--- src/hw/rtl/lu_doolittle_factor_3x3_assert.svh ---
// Assertion macros shared by the LU factor RTL.
`ifndef LU_DOOLITTLE_FACTOR_3X3_ASSERT_SVH
`define LU_DOOLITTLE_FACTOR_3X3_ASSERT_SVH

// Same-cycle implication, ignored while reset is asserted.
`define LUDF_ASSERT_IMP(label, clk, rst_n, ante, cons, msg) \
    label: assert property (@(posedge clk) disable iff (!rst_n) (ante) |-> (cons)) \
        else $error(msg);

// Next-cycle implication, ignored while reset is asserted.
`define LUDF_ASSERT_NXT(label, clk, rst_n, ante, cons, msg) \
    label: assert property (@(posedge clk) disable iff (!rst_n) (ante) |=> (cons)) \
        else $error(msg);

`endif

--- src/hw/rtl/ludf_skid.sv ---
// Output register with a skid stage; holds the pipe while a word waits.
`timescale 1ns / 1ps
`include "lu_doolittle_factor_3x3_assert.svh"
module ludf_skid #(
    parameter int W = 1
) (
    input  logic         i_clk,
    input  logic         i_rst_n,
    input  logic         i_valid,
    input  logic [W-1:0] i_word,
    output logic         o_en,
    output logic         o_valid,
    output logic [W-1:0] o_word,
    input  logic         i_ready
);

    logic         r_out_v;
    logic         r_skid_v;
    logic [W-1:0] r_out;
    logic [W-1:0] r_skid;

    assign o_en    = !r_skid_v;
    assign o_valid = r_out_v;
    assign o_word  = r_out;

    always_ff @(posedge i_clk) begin
        if (!i_rst_n) begin
            r_out_v  <= 1'b0;
            r_skid_v <= 1'b0;
        end else if (i_ready || !r_out_v) begin
            if (r_skid_v) begin
                r_out_v  <= 1'b1;
                r_skid_v <= 1'b0;
            end else begin
                r_out_v <= i_valid;
            end
        end else if (i_valid && !r_skid_v) begin
            r_skid_v <= 1'b1;
        end
    end

    always_ff @(posedge i_clk) begin
        if (i_ready || !r_out_v) begin
            r_out <= r_skid_v ? r_skid : i_word;
        end else if (!r_skid_v) begin
            r_skid <= i_word;
        end
    end

    `LUDF_ASSERT_IMP(a_skid_behind_out, i_clk, i_rst_n, r_skid_v, r_out_v, "skid full with output empty")
    `LUDF_ASSERT_NXT(a_skid_drains, i_clk, i_rst_n, r_skid_v && i_ready, r_out_v && !r_skid_v, "skid word not moved to output")
    `LUDF_ASSERT_NXT(a_skid_holds, i_clk, i_rst_n, r_skid_v && !i_ready, r_skid_v && $stable(r_skid), "skid word lost while stalled")

endmodule

--- config.mk ---
export PLATFORM = sky130hd
export DESIGN_NAME = ludf_skid
export DESIGN_NICKNAME = d
export VERILOG_FILES = /design/src/hw/rtl/ludf_skid.sv
export VERILOG_INCLUDE_DIRS = /design/src /design/src/hw/rtl
export SDC_FILE = /design/constraint.sdc
export NUM_CORES = 1
export LEC_CHECK = 0
export BUFFER_PORTS_ARGS = -buffer_cell sky130_fd_sc_hd__buf_2
export CORE_AREA = 2 2 39 41
export DETAILED_ROUTE_END_ITERATION = 16
export DIE_AREA = 0 0 41 43
export PLACE_DENSITY_LB_ADDON = 0.2
export SLEW_MARGIN = 20
export SYNTH_ARGS = -nofsm -noshare
export SYNTH_HDL_FRONTEND = slang
export SYNTH_SLANG_ARGS = --single-unit
--- constraint.sdc ---
create_clock -name i_clk -period 0.86 [get_ports i_clk]
set_input_delay 0.043 -clock i_clk [delete_from_list [all_inputs] [get_ports i_clk]]
set_output_delay 0.043 -clock i_clk [all_outputs]
set_load 0.02 [all_outputs]
* After elaboration in Yosys (flattened, before gate mapping)
Cells that the tools add are included.
Storage, ports and cells: register bits 4, input port bits 5
Operators by class: multiplexer cells 2, bitwise operators 1, reductions and logical operators 5
Operator list (count):
- 1-bit zero test | 2
- 1-bit 2-to-1 mux | 2
- 2-bit OR reduction | 1
- 1-bit logical AND | 1
- 1-bit logical OR | 1
- 1-bit NOT | 1

* Longest topological paths before layout
Gate-level depths: netlist (run 1).
depth in word-level cells 3, mapped depth 3

* Worst setup path before layout (run 1)
No wires, ideal clock.
path type register -> register, from reg r_skid_v, to reg r_out, in the netlist o_word (data pin), setup time 0.262 ns, arrival time 0.653 ns, data required time 0.598 ns, setup slack -0.054 ns, cell stages (with the launch flop) 2, path buffers 0, period minus slack after synthesis 0.914 ns, cells stage by stage dfxtp_1 -> mux2_4
Between the ends: word-level cells in the longest chain between the ends 1
Ends and longest elaborated chain:
- start: declaration | line ludf_skid.sv:18 | logic r_skid_v;
- start signal: assignment | line ludf_skid.sv:29 | r_skid_v <= 1'b0;
- start signal: assignment | line ludf_skid.sv:33 | r_skid_v <= 1'b0;
- start signal: assignment | line ludf_skid.sv:38 | r_skid_v <= 1'b1;
- 1-bit 2-to-1 mux
- end signal: assignment | line ludf_skid.sv:44 | r_out <= r_skid_v ? r_skid : i_word;
- end: declaration | line ludf_skid.sv:19 | logic [W-1:0] r_out;
Every way passes these cells. A chain may end at the register's enable or synchronous reset.

* Worst setup path after layout (run 1)
Ends and elaborated chain as after synthesis.

==> flow_summary.ini, run 1 <==
[sta]
fin_ws_ps = -28.5
min_period_over_period_pct = 103
hold_ws_ps = 38.9
period_minus_slack_ps = 889
worstMarginPinSlew_ps = 137
finalHoldViolCount = 0
grt_setup_unrepaired = true
relSlewSlack_pct = 90.8
maxSlewViolCount = 0
setup_viol = 3
fmax_mhz = 1130
fin_skew_ps = 1.73

[detailed_routing]
dr.pass1.iters = 1
wl_um = 304
vias = 121
vias_per_cell = 3.18
ant_nets = 0
drc_errors = 0
drtIter0Drc = 0
wl_per_cell_um = 8.00

[worst_setup_path]
ff2ff_path_depth = 1
required_ps = 840
r2r-start = r_skid_v$_SDFFE_PP0P_
reg2reg_to = o_word$_DFFE_PP_
crit_type = register to register
cp-end-kind = register
cp_max_fo = 2
worstPathArrival_ps = 870
cp_num_buf_inv = 0
path_depth = 1
slowest_delay_ps = 330
crit_chain = mux2_4
cp_slowest_cell = dfxtp_2
crit_end = o_word$_DFFE_PP_
reg2reg_slack_ps = -30
worstSetupStartpoint = r_skid_v$_SDFFE_PP0P_
start_kind = register
critical_path.top_delay_family = flip-flops

[finish]
nFillCells = 151
final_cell_mix = buf_2, clkbuf_4, dfxtp_2, edfxtp_1
multi_input_area_um2 = 46.3
area_growth_pct = 61.0
nets = 29
stdcell_area_um2 = 248
antenna_cells = 0
final_cells = 38
regArea_um2 = 103
final_common_cell = buf_2
drive_gt1_share_pct = 72.7

[global_routing]
grt_usage_pct = 4.53
grt_pass1_vias = 116
use_met3_pct = 3.14
antenna_found_initial = 0
grt_pass1_wl_um = 434
grt_max_degree = 4
grt_use_met1_pct = 5.52
grt_remaining_overflow = 0
busiest_layer = met4
met2_usage_pct = 3.13

[clocking]
clkSinkCount = 4
cts_max_path_buffers = 2
cts.htree.levels = 1
postCtsHoldBufs = 0
ctsRootBufferMaster = clkbuf_4
cts_buffers = 3
cts_tree = yes
clkSlewWorstSetupHoldPaths_ps = 40
clock_insertion_delay_worst_skew_ps = 230

[synth]
synth_xor_area_share_pct = 0
synth_top_cells_by_area = edfxtp_1, dfxtp_1, mux2_4
ys_seq_area_share_pct = 65.0
ys_ff_latch = 4
synth.top_cell.area_share_pct = 39.0
yosysWarnings = 0
synth_area_um2 = 154
syn_nets = 16
yosys.cell_types.count = 8
syn_area_per_cell_um2 = 14.0
synth_top_family_by_area = simple AND/OR/NAND/NOR gates
synthCells = 11
muxShareOfSynthArea_pct = 9.76
synth-simple-area-share_pct = 11.4
synth_adder_area_share_pct = 0
synth_top_area_cell = edfxtp_1
synth_compound_area_share_pct = 8.94

[flow_run]
drv_cap = 0

[floorplan]
rows = 14
coreArea_um2 = 1380
start_util_pct = 11.1
die_w_um = 41
die_h_um = 43
die_area_um2 = 1760
io_pins = 8

[power]
powerDensity_nw_per_um2 = 2010
total_power_uw = 498
p_leak_nw = 0.105
vdd_drop_max_mv = 0.519

[place]
io_buffers = 7
place_hpwl_um = 223
dp.cells = 35
gp_congestion = 0.566
placed_cell_area_um2 = 219

[min_path]
min_from = i_rst_n
hp-class = input port to register
min_delay_path_depth = 2

[run_status]
status = finished with violations
violations = setup timing
## worst min path at each step
stage / end / slack, ps
6_report: o_valid$_SDFFE_PN0P_ / 40
5_1_grt: o_valid$_SDFFE_PN0P_ / 60
4_1_cts: o_valid$_SDFFE_PN0P_ / 40
3_5_place_dp: o_valid$_SDFFE_PN0P_ / 280
3_3_place_gp: o_valid$_SDFFE_PN0P_ / 270
2_1_floorplan: o_valid$_SDFFE_PN0P_ / 160
## registers in the layout, summed over array words and instances, names as in the netlist
name      flops
o_word        1
r_skid        1
r_skid_v      1
o_valid       1
## power by group
group / internal, mW / total, mW / switching (mW)
clock network: 0.156 / 0.231 / 0.0748
registers: 0.213 / 0.217 / 0.00358
logic: 0.0254 / 0.0508 / 0.0253
## layout make-up
cell class | count | area share (%)
tap | 16 | 8.08
inverter | 2 | 3.03
multi-input combinational | 5 | 18.7
sequential | 4 | 41.4
clock buffer | 3 | 9.09
timing repair buffer | 8 | 19.7
## Yosys cell counts, drive strengths merged
master  instances
nor2            1
o31a            1
inv             2
edfxtp          2
o21ai           1
nor2b           1
dfxtp           2
mux2            1
## cells by family (layout without fill, tap and decap cells)
family                 Yosys count  in the layout
DFF                              4              4
AOI/OAI and AO/OA                2              2
and+or+nand+nor                  2              2
buffers and inverters            2             13
muxes                            1              1
## metrics by stage
| step | worst slack (ps) | utilization [%] | setup TNS, ps |
|---|---|---|---|
| 2_1_floorplan | -20.9 | - | -41.7 |
| 3_3_place_gp | -8.04 | 15.8 | -16.1 |
| 3_5_place_dp | -20.6 | 15.8 | -41.2 |
| 4_1_cts | -28.2 | 17.9 | -79.7 |
| 5_1_grt | -44.4 | 17.9 | -138 |
| 6_report | -28.5 | 17.9 | -77.2 |
## repair_timing
item,in CTS,in global routing
buffers inserted,0,0
setup endpoints to repair,3,4
gates resized for setup,3,0
## layer usage
layer,part of all wire (%),vias to the layer above
met5,0,-
met4,6.9,0
met3,13,4
met2,31,10
met1,49,48
li1,-,59
Power figures use the tool's default switching activity.
==> run 2, diff against run 1 <==
Settings changed: GPL_TIMING_DRIVEN set to 0.
==> run 2 against run 1 <==
Effect of this change: the flow still finishes with violations (setup timing); routed wire length decreased by 3.3%; global-route usage about the same; clock skew decreased by 0.87 ps; first-iteration DRC count increased by 2; worst hold slack got worse by 7.1 ps; worst setup slack got worse by 11 ps.
==> flow_summary.ini, run 2 (synthesis results as in run 1) <==
[worst_setup_path]
ff2ff_path_depth = 1
start_kind = register
reg2reg_slack_ps = -40
path_depth = 1
cp_slowest_cell = dfxtp_2
required_ps = 840
crit_type = register to register
cp_max_fo = 3
cp_num_buf_inv = 0
critical_path.top_delay_family = flip-flops
crit_chain = mux2_4
cp-end-kind = register
slowest_delay_ps = 340
reg2reg_to = r_skid$_DFFE_PN_
worstPathArrival_ps = 880
r2r-start = r_skid_v$_SDFFE_PP0P_

[detailed_routing]
wl_per_cell_um = 7.74
vias_per_cell = 3.05
wl_um = 294
dr.pass1.iters = 2
drc_errors = 0
drtIter0Drc = 2
vias = 116
ant_nets = 0

[clocking]
clkSinkCount = 4
cts_buffers = 3
postCtsHoldBufs = 0
cts_max_path_buffers = 2
cts.htree.levels = 1
clock_insertion_delay_worst_skew_ps = 240
ctsRootBufferMaster = clkbuf_4
clkSlewWorstSetupHoldPaths_ps = 40
cts_tree = yes

[min_path]
hp-class = input port to register
min_delay_path_depth = 2
hold_end = o_valid$_SDFFE_PN0P_
min_from = i_rst_n

[sta]
min_period_over_period_pct = 105
period_minus_slack_ps = 900
worstMarginPinSlew_ps = 130
fmax_mhz = 1110
maxSlewViolCount = 0
finalHoldViolCount = 0
fin_skew_ps = 0.865
relSlewSlack_pct = 91.2
grt_setup_unrepaired = true
setup_viol = 2
fin_ws_ps = -39.8

[finish]
stdcell_area_um2 = 241
post-route-util_pct = 17.5
nets = 29
nFillCells = 156
final_common_cell = buf_2
antenna_cells = 0
final_cells = 38
drive_gt1_share_pct = 68.2
final_cell_mix = buf_2, clkbuf_4, inv_1, dfxtp_2, edfxtp_1
area_growth_pct = 56.9

[floorplan]
die_area_um2 = 1760
start_util_pct = 11.1
rows = 14
die_h_um = 43
coreArea_um2 = 1380
io_pins = 8
die_w_um = 41

[place]
placed_cell_area_um2 = 211
io_buffers = 7
dp.cells = 34
gp_congestion = 0.565

[power]
powerDensity_nw_per_um2 = 2090
p_leak_nw = 0.101
vdd_drop_max_mv = 0.618

[global_routing]
grt_pass1_wl_um = 434
grt_usage_pct = 4.54
antenna_found_initial = 0
grt_max_degree = 4
grt_pass1_vias = 109
grt_remaining_overflow = 0

[run_status]
violations = setup timing
status = finished with violations

[flow_run]
drv_cap = 0
==> run 2: cell counts in the layout (fill, tap and decap cells not counted) <==
Identical to the previous run, type by type.
==> run 2: how the worst max path moves through the flow <==
stage / startpoint / endpoint
6_report: r_skid_v$_SDFFE_PP0P_ / r_skid$_DFFE_PN_
5_1_grt: r_skid_v$_SDFFE_PP0P_ / o_word$_DFFE_PP_
4_1_cts: r_skid_v$_SDFFE_PP0P_ / o_word$_DFFE_PP_
3_5_place_dp: r_skid_v$_SDFFE_PP0P_ / r_skid$_DFFE_PN_
3_3_place_gp: r_skid_v$_SDFFE_PP0P_ / r_skid$_DFFE_PN_
2_1_floorplan: r_skid_v$_SDFFE_PP0P_ / o_word$_DFFE_PP_
==> run 2: power breakdown <==
part           internal [mW]  total (mW)  switching (mW)
clock network          0.157       0.239          0.0825
registers              0.213       0.217         0.00406
logic                 0.0242      0.0478          0.0236
total                  0.394       0.504           0.110
==> run 2: final cells by class <==
cell class	count	area, µm²	area share, %
repair buffers	8	42.5	17.6
well taps	16	20.0	8.29
inverters	2	7.51	3.11
multi-input cells	5	46.3	19.2
flip-flops and latches	4	103	42.5
clock buffers	3	22.5	9.33
==> run 2: per-stage QoR <==
| stage | power (mW) | setup WS [ps] | setup TNS [ps] | hold slack [ps] |
|---|---|---|---|---|
| 5_1_grt | 0.546 | -55.8 | -109 | 26.9 |
| 4_1_cts | 0.520 | -39.2 | -78.0 | 25.8 |
| 2_1_floorplan | 0.246 | -20.9 | -41.7 | 163 |
| 6_report | 0.504 | -39.8 | -78.5 | 31.9 |
| 3_3_place_gp | 0.265 | -44.9 | -89.9 | 271 |
| 3_5_place_dp | 0.267 | -51.9 | -104 | 276 |
==> run 2: repair_timing <==
| action | 4_1_cts | 5_1_grt |
|---|---|---|
| pin swaps | 0 | 1 |
| resized for setup | 0 | 0 |
| setup endpoints to repair | 2 | 3 |
| setup buffers | 1 | 0 |
==> run 2: routing by layer <==
layer  vias to the layer above  wire, µm  track usage, %
met5                         -         0               0
met4                         0         0            4.00
met3                         0        65            6.28
li1                         59         -               -
met1                        45       145            5.21
met2                        12        83            3.44
