File: config.mk
export PLATFORM = sky130hd
export DESIGN_NAME = ludf_div
export DESIGN_NICKNAME = d
export VERILOG_FILES = /design/src/hw/rtl/lu_doolittle_factor_3x3_assert.svh /design/src/hw/rtl/ludf_div.sv
export SDC_FILE = /design/constraint.sdc
export NUM_CORES = 2
export LEC_CHECK = 0
export BUFFER_PORTS_ARGS = -buffer_cell sky130_fd_sc_hd__buf_4
export CORE_MARGIN = 2
export CORE_UTILIZATION = 28
export DETAILED_ROUTE_END_ITERATION = 6
export PLACE_DENSITY_LB_ADDON = 0.25
export SYNTH_ARGS = -nofsm -noshare
export SYNTH_HDL_FRONTEND = slang
export SYNTH_SLANG_ARGS = --single-unit
File: constraint.sdc
create_clock -name i_clk -period 3.25 [get_ports i_clk]
set_input_delay 0.4875 -clock i_clk [delete_from_list [all_inputs] [get_ports i_clk]]
set_output_delay 0.4875 -clock i_clk [all_outputs]
set_load 0.005 [all_outputs]
File: src/hw/rtl/lu_doolittle_factor_3x3_assert.svh
// Assertion macros shared by the LU factor RTL.
`ifndef LU_DOOLITTLE_FACTOR_3X3_ASSERT_SVH
`define LU_DOOLITTLE_FACTOR_3X3_ASSERT_SVH

// Same-cycle implication, ignored while reset is asserted.
`define LUDF_ASSERT_IMP(label, clk, rst_n, ante, cons, msg) \
    label: assert property (@(posedge clk) disable iff (!rst_n) (ante) |-> (cons)) \
        else $error(msg);

// Next-cycle implication, ignored while reset is asserted.
`define LUDF_ASSERT_NXT(label, clk, rst_n, ante, cons, msg) \
    label: assert property (@(posedge clk) disable iff (!rst_n) (ante) |=> (cons)) \
        else $error(msg);

`endif

File: src/hw/rtl/ludf_div.sv
// Pipelined restoring divider, one quotient bit per stage, rounded to nearest.
`timescale 1ns / 1ps
module ludf_div #(
    parameter int DEN_W = 16,
    parameter int QUO_W = 32,
    parameter int NUM_W = QUO_W + DEN_W,
    parameter int PAY_W = 1
) (
    input  logic             i_clk,
    input  logic             i_rst_n,
    input  logic             i_en,
    input  logic             i_valid,
    input  logic [NUM_W-1:0] i_num,
    input  logic [DEN_W-1:0] i_den,
    input  logic [PAY_W-1:0] i_pay,
    output logic             o_valid,
    output logic [QUO_W:0]   o_quo,
    output logic             o_ovf,
    output logic [PAY_W-1:0] o_pay
);

    logic [QUO_W:0]   r_vld;
    logic [DEN_W-1:0] r_rem [0:QUO_W];
    logic [QUO_W-1:0] r_low [0:QUO_W];
    logic [QUO_W-1:0] r_quo [0:QUO_W];
    logic [DEN_W-1:0] r_den [0:QUO_W];
    logic             r_ovf [0:QUO_W];
    logic [PAY_W-1:0] r_pay [0:QUO_W];

    logic [DEN_W:0]   c_trial [1:QUO_W];
    logic             c_take  [1:QUO_W];
    logic [DEN_W-1:0] n_rem   [1:QUO_W];
    logic [QUO_W-1:0] n_quo   [1:QUO_W];

    logic             r_out_vld;
    logic [QUO_W:0]   r_out_quo;
    logic             r_out_ovf;
    logic [PAY_W-1:0] r_out_pay;
    logic             c_round;

    always_comb begin
        for (int k = 1; k <= QUO_W; k++) begin
            c_trial[k] = {r_rem[k-1], r_low[k-1][QUO_W-k]};
            c_take[k]  = c_trial[k] >= {1'b0, r_den[k-1]};
            n_rem[k]   = c_take[k] ? DEN_W'(c_trial[k] - {1'b0, r_den[k-1]})
                                   : c_trial[k][DEN_W-1:0];
            n_quo[k]   = r_quo[k-1];
            n_quo[k][QUO_W-k] = c_take[k];
        end
    end

    assign c_round = {r_rem[QUO_W], 1'b0} >= {1'b0, r_den[QUO_W]};

    always_ff @(posedge i_clk) begin
        if (!i_rst_n) begin
            r_vld     <= '0;
            r_out_vld <= 1'b0;
        end else if (i_en) begin
            r_vld     <= {r_vld[QUO_W-1:0], i_valid};
            r_out_vld <= r_vld[QUO_W];
        end
    end

    always_ff @(posedge i_clk) begin
        if (i_en) begin
            // The high part of the numerator must stay below the divisor, or
            // the quotient does not fit.
            r_rem[0] <= i_num[NUM_W-1:QUO_W];
            r_low[0] <= i_num[QUO_W-1:0];
            r_quo[0] <= '0;
            r_den[0] <= i_den;
            r_ovf[0] <= i_num[NUM_W-1:QUO_W] >= i_den;
            r_pay[0] <= i_pay;
            for (int k = 1; k <= QUO_W; k++) begin
                r_rem[k] <= n_rem[k];
                r_low[k] <= r_low[k-1];
                r_quo[k] <= n_quo[k];
                r_den[k] <= r_den[k-1];
                r_ovf[k] <= r_ovf[k-1];
                r_pay[k] <= r_pay[k-1];
            end
            r_out_quo <= {1'b0, r_quo[QUO_W]} + (QUO_W+1)'(c_round);
            r_out_ovf <= r_ovf[QUO_W];
            r_out_pay <= r_pay[QUO_W];
        end
    end

    assign o_valid = r_out_vld;
    assign o_quo   = r_out_quo;
    assign o_ovf   = r_out_ovf;
    assign o_pay   = r_out_pay;

endmodule

* Word level (Yosys, flattened, before mapping)
Memories as Yosys holds them, arrays and structs flattened. A register that Yosys moved wholly into a read port is not among the register bits. Index checks and enable logic that the tools add are counted.
Operators by class: add/subtract/negate cells 33, magnitude comparators 34, mux-type cells 34
Operators with widths (number):
- greater-or-equal comparator 17 x 16 -> 1 bit | 33
- two-way mux 16 bit | 32
- subtractor 16 bit | 32
- adder 32 x 1 -> 33 bit | 1
- greater-or-equal comparator 16 bit | 1
- two-way mux 1 bit | 2
Storage, ports and cells: register bits after elaboration 67, bits in writable memories 3234, output and inout bits 36, memories kept 6
Memories:
- r_low | depth 33, width 32, rd ports 32, clocked after Yosys merged registers in 0, wr ports 33, RTL line ludf_div.sv:24 | logic [QUO_W-1:0] r_low [0:QUO_W];
- r_quo | depth 33, width 32, rd ports 33, clocked after Yosys merged registers in 0, wr ports 33, RTL line ludf_div.sv:25 | logic [QUO_W-1:0] r_quo [0:QUO_W];
- r_den | depth 33, width 16, rd ports 33, clocked after Yosys merged registers in 0, wr ports 33, RTL line ludf_div.sv:26 | logic [DEN_W-1:0] r_den [0:QUO_W];
- r_rem | depth 33, width 16, rd ports 33, clocked after Yosys merged registers in 0, wr ports 33, RTL line ludf_div.sv:23 | logic [DEN_W-1:0] r_rem [0:QUO_W];
- r_ovf | depth 33, width 1, rd ports 33, clocked after Yosys merged registers in 1, wr ports 33, RTL line ludf_div.sv:27 | logic r_ovf [0:QUO_W];
- r_pay | depth 33, width 1, rd ports 33, clocked after Yosys merged registers in 1, wr ports 33, RTL line ludf_div.sv:28 | logic [PAY_W-1:0] r_pay [0:QUO_W];

* Logic depth before layout (Yosys ltp)
word-level depth 2, depth in mapped cells 17, mapped depth without buffers 17

* Worst setup path before layout
Ideal clock, no wire load.
kind flip-flop to flip-flop, start point memory r_den[29][1], in the netlist r_den[0][465], end point memory r_rem[30][8], in the netlist r_rem[0][488], data pin, library setup time 260 ps, data arrival time 2736 ps, data required time 2990 ps, setup slack 255 ps, cell stages (with the launch flop) 12, path buffers 1, clock period less this slack 2995 ps, cells stage by stage edfxtp_1 inv_1 ha_1 nor2b_1 o21ai_0 a21boi_1 or4b_1 nand2_1 o311ai_1 o31ai_4 buf_6 mux2_2
RTL lines (RTL line):
- start, declared | ludf_div.sv:26
- end, declared | ludf_div.sv:23

==> run_results.csv <==
group,metric,value,unit
outcome,status,"finished, violations left",
outcome,violations,"DRC",
floorplan,initial_core_util,28.1,%
critical_path,crit_start,"r_rem[0][512]$_DFFE_PP_",
critical_path,cp-end-kind,"flop",
grt,use_met2,18.9,%
grt,antenna_found_initial,1,
pwr,finalPower,109,mW
min_path,hp-class,"in -> reg",
floorplan,fp.dieH,599,µm
detailed_routing,first_iter_violations,3377,
critical_path,cp.arrival,3.78,ns
yosys,syn-cell-area,99000,µm²
min_path,whs_path_depth,2,
yosys,synth_edf_count,2213,
detailed_routing,routedWlPerCell,15.8,µm
pwr,p_per_area,926,nW/µm²
detailed_routing,dr.pass1.iters,7,
clock_network,clk_pin_slew,0.05,ns
detailed_routing,vias,55100,
placement,io_buffers,104,
pwr,vdd_drop_max,0.406,mV
yosys,syn_nets,7568,
floorplan,die_x,599,µm
grt,grt.overflow.total,0,
sta,max-slew-margin-rel,44.9,%
clock_network,insertion_delay,0.90,ns
floorplan,coreArea,352000,µm²
finish,post-route-util,33.3,%
clock_network,cts_htree_levels,5,
yosys,postSynthCellCount,6921,
critical_path,critPathKind,"reg -> reg",
detailed_routing,via_per_inst,4.42,
floorplan,die-area,358000,µm²
pwr,power.leakage,44.7,nW
clock_network,cts.sink_count,2247,
placement,gp_congestion,0.879,
floorplan,ios,105,
sta,finalMaxSlewViolations,0,
yosys,synth_ff_type,"edfxtp_1",
finish,nFillCells,34200,
sta,rsz0062_at_grt,"true",
finish,drive_gt1_share,14.1,%
sta,holdWs,0.310,ns
yosys,synth-seq-area-share,67.8,%
detailed_routing,detail-route-antenna-nets,0,
grt,grt_pass1_vias,56200,
critical_path,reg2regPathDepth,16,
critical_path,critPathLaunchType,"flop",
clock_network,cts-root-buf,"clkbuf_16",
yosys,synth_seq_cells,2247,
yosys,ys_async_sr_fraction,0,%
sta,hold_viol_final,0,
yosys,syn_avg_cell_area,14.3,µm²
finish,final_nets,8157,
sta,fin_crit_sh,97.7,%
grt,grt_max_degree,96,
min_path,hold_start,"i_num[29]",
placement,dp_hpwl,138000,µm
critical_path,worstPathMaxFanout,4,
grt,grt_pass1_wl,312000,µm
clock_network,cts_inserted_buffers,270,
detailed_routing,route.detailed.drc,3,
placement,post_dp_cell_area,108000,µm²
sta,worst_pin_slew,0.827,ns
placement,dp_slack,-0.409,ns
grt,use_met3,1.69,%
floorplan,rows,218,
critical_path,r2r-start,"r_rem[0][512]$_DFFE_PP_",
yosys,ys_types,83,
grt,grtUsageMet1,13.4,%
grt,grt.total_usage,10.8,%
sta,setup_viol,0,
sta,fmax,0.315,GHz
grt,busiest_layer,"met2",
finish,syn2layout_area_growth,18.6,%
finish,design_area,117000,µm²
sta,final.min_clock_period,3.18,ns
sta,fin_ws,0.0736,ns
sta,fin_skew,0.0667,ns
clock_network,cts_tree,"done",
detailed_routing,wl,196000,µm
clock_network,ctsLongestPathBuffers,4,
yosys,yosys_warnings,0,
run,cap_violations,0,
critical_path,worst_ep_required_time,3.85,ns
-- layout by cell type, fill, tap and decap left out, types with 26 or more instances in the layout --
| cell | count |
|---|---|
| nand3_1 | 119 |
| nand4_1 | 87 |
| nand2_1 | 332 |
| xor2_1 | 195 |
| clkbuf_1 | 57 |
| nor2b_1 | 141 |
| mux2i_1 | 64 |
| and3_1 | 27 |
| ha_1 | 543 |
| o211ai_1 | 32 |
| o21bai_1 | 49 |
| xnor2_1 | 211 |
| a21o_1 | 139 |
| inv_1 | 696 |
| clkinv_2 | 28 |
| clkbuf_16 | 275 |
| fa_1 | 32 |
| dfxtp_1 | 34 |
| buf_12 | 60 |
| a31oi_1 | 33 |
| clkinv_1 | 46 |
| mux2_2 | 240 |
| nand2b_1 | 41 |
| o21ai_0 | 229 |
| buf_4 | 279 |
| dlygate4sd3_1 | 68 |
| edfxtp_1 | 2213 |
| nor3_1 | 78 |
| o21a_1 | 50 |
| a21oi_1 | 449 |
| o31a_1 | 26 |
| nor2_1 | 367 |
-- layer usage --
layer | part of all wire [%] | wire length [µm] | vias to the layer above
met4 | 3.2 | 6260 | 0
met2 | 49 | 97200 | 886
met1 | 44 | 85700 | 26800
met5 | 0 | 0 | -
met3 | 3.7 | 7220 | 369
li1 | - | - | 26900
-- synth_stat cells (12+ instances only) --
master     number  area (µm²)
edfxtp_1     2213       66500
inv_1         696        2610
ha_1          546        6830
a21oi_1       466        2330
nor2_1        372        1400
nand2_1       335        1260
mux2_2        240        2700
o21ai_0       237        1190
xnor2_1       211        1850
xor2_1        195        1710
nor2b_1       143         895
a21o_1        139        1040
nand3_1       127         636
nand4_1        87         544
nor3_1         79         395
clkbuf_1       78         293
mux2i_1        64         641
o21a_1         50         375
o21bai_1       50         375
nand2b_1       41         257
dfxtp_1        34         681
a31oi_1        33         206
fa_1           32         641
o211ai_1       32         240
and3_1         28         175
o31a_1         26         228
a31o_2         25         219
nor4_1         25         156
or2_2          25         156
and4_1         21         184
a211oi_1       20         150
a21boi_0       18         135
o2111ai_1      18         158
nor4b_1        17         149
o31ai_1        16         120
a41oi_1        15         131
a2111oi_0      13         114
o311ai_0       13         114
and2_1         12        75.1
-- critical path: stages, from the launching register on --
cell,delay [ns]
edfxtp_1,0.37
ha_1,0.29
nor2b_4,0.13
o21a_1,0.11
o21a_1,0.11
o21a_1,0.16
o2111ai_2,0.12
a21oi_2,0.19
o221ai_2,0.12
a21oi_2,0.20
ha_2,0.22
ha_4,0.13
and3_4,0.27
nand3_4,0.14
nor2_4,0.14
nand3_2,0.08
xnor2_1,0.13
-- final timing paths --
path | end | slack (ns)
max | o_quo[24]$_DFFE_PP_ | 0.07
max reg2reg | o_quo[24]$_DFFE_PP_ | 0.07
min | r_low[0][29]$_DFFE_PP_ | 0.31
min reg2reg | r_quo[3][203]$_DFFE_PP_ | 0.39
-- sequential cells by signal, summed over array words and instances (netlist names) --
| name | cells |
|---|---|
| r_den | 528 |
| r_low | 528 |
| o_ovf | 1 |
| o_quo | 33 |
| r_rem | 528 |
| o_valid | 1 |
| r_ovf | 33 |
| r_quo | 528 |
| o_pay | 1 |
| r_pay | 33 |
| r_vld | 33 |
-- stage by stage --
stage	setup TNS [ns]	std cells
2_1_floorplan	0	6921
3_3_place_gp	-6.63	11900
3_5_place_dp	-4.74	11900
4_1_cts	-0.589	12400
5_1_grt	-0.908	12400
6_report	0	12400
-- power breakdown --
| group | leakage (nW) | total, mW | switching, mW | internal, mW |
|---|---|---|---|---|
| Sequential | 21.9 | 42.3 | 2.83 | 39.5 |
| Clock | 4.16 | 29.3 | 12.0 | 17.3 |
| Combinational | 18.6 | 37.1 | 19.9 | 17.2 |
-- final cells by class --
cell class | instances | area (µm²) | area share, %
sequential | 2247 | 67100 | 57.1
multi-input combinational | 3885 | 29200 | 24.8
clock buffer | 335 | 7110 | 6.05
tap | 4730 | 5920 | 5.04
timing repair buffer | 410 | 4030 | 3.43
inverter | 696 | 2610 | 2.22
clock inverter | 143 | 1480 | 1.26
antenna | 2 | 5.00 | 0.00426
-- timing repair --
action / in CTS / in global routing
setup endpoints to repair: 36 / 144
hold buffers: 68 / 0
gates cloned: 0 / 0
hold endpoints to repair: 99 / 0
setup buffers: 1 / 5
pin swaps: 12 / 24
resized for setup: 26 / 41
-- cells by family (layout without fill, tap and decap cells) --
group           count (synthesis)  after routing  share of synthesized area [%]
flops                        2247           2247                           67.8
other cells                     0              2                              0
fa+ha+maj                     578            578                           7.55
mux                           309            309                           3.45
xor+xnor                      406            406                           3.59
compound gates               1244           1244                           7.93
buf+inv                       789           1584                           3.05
simple gates                 1348           1348                           6.63
Power figures use the tool's default switching activity.
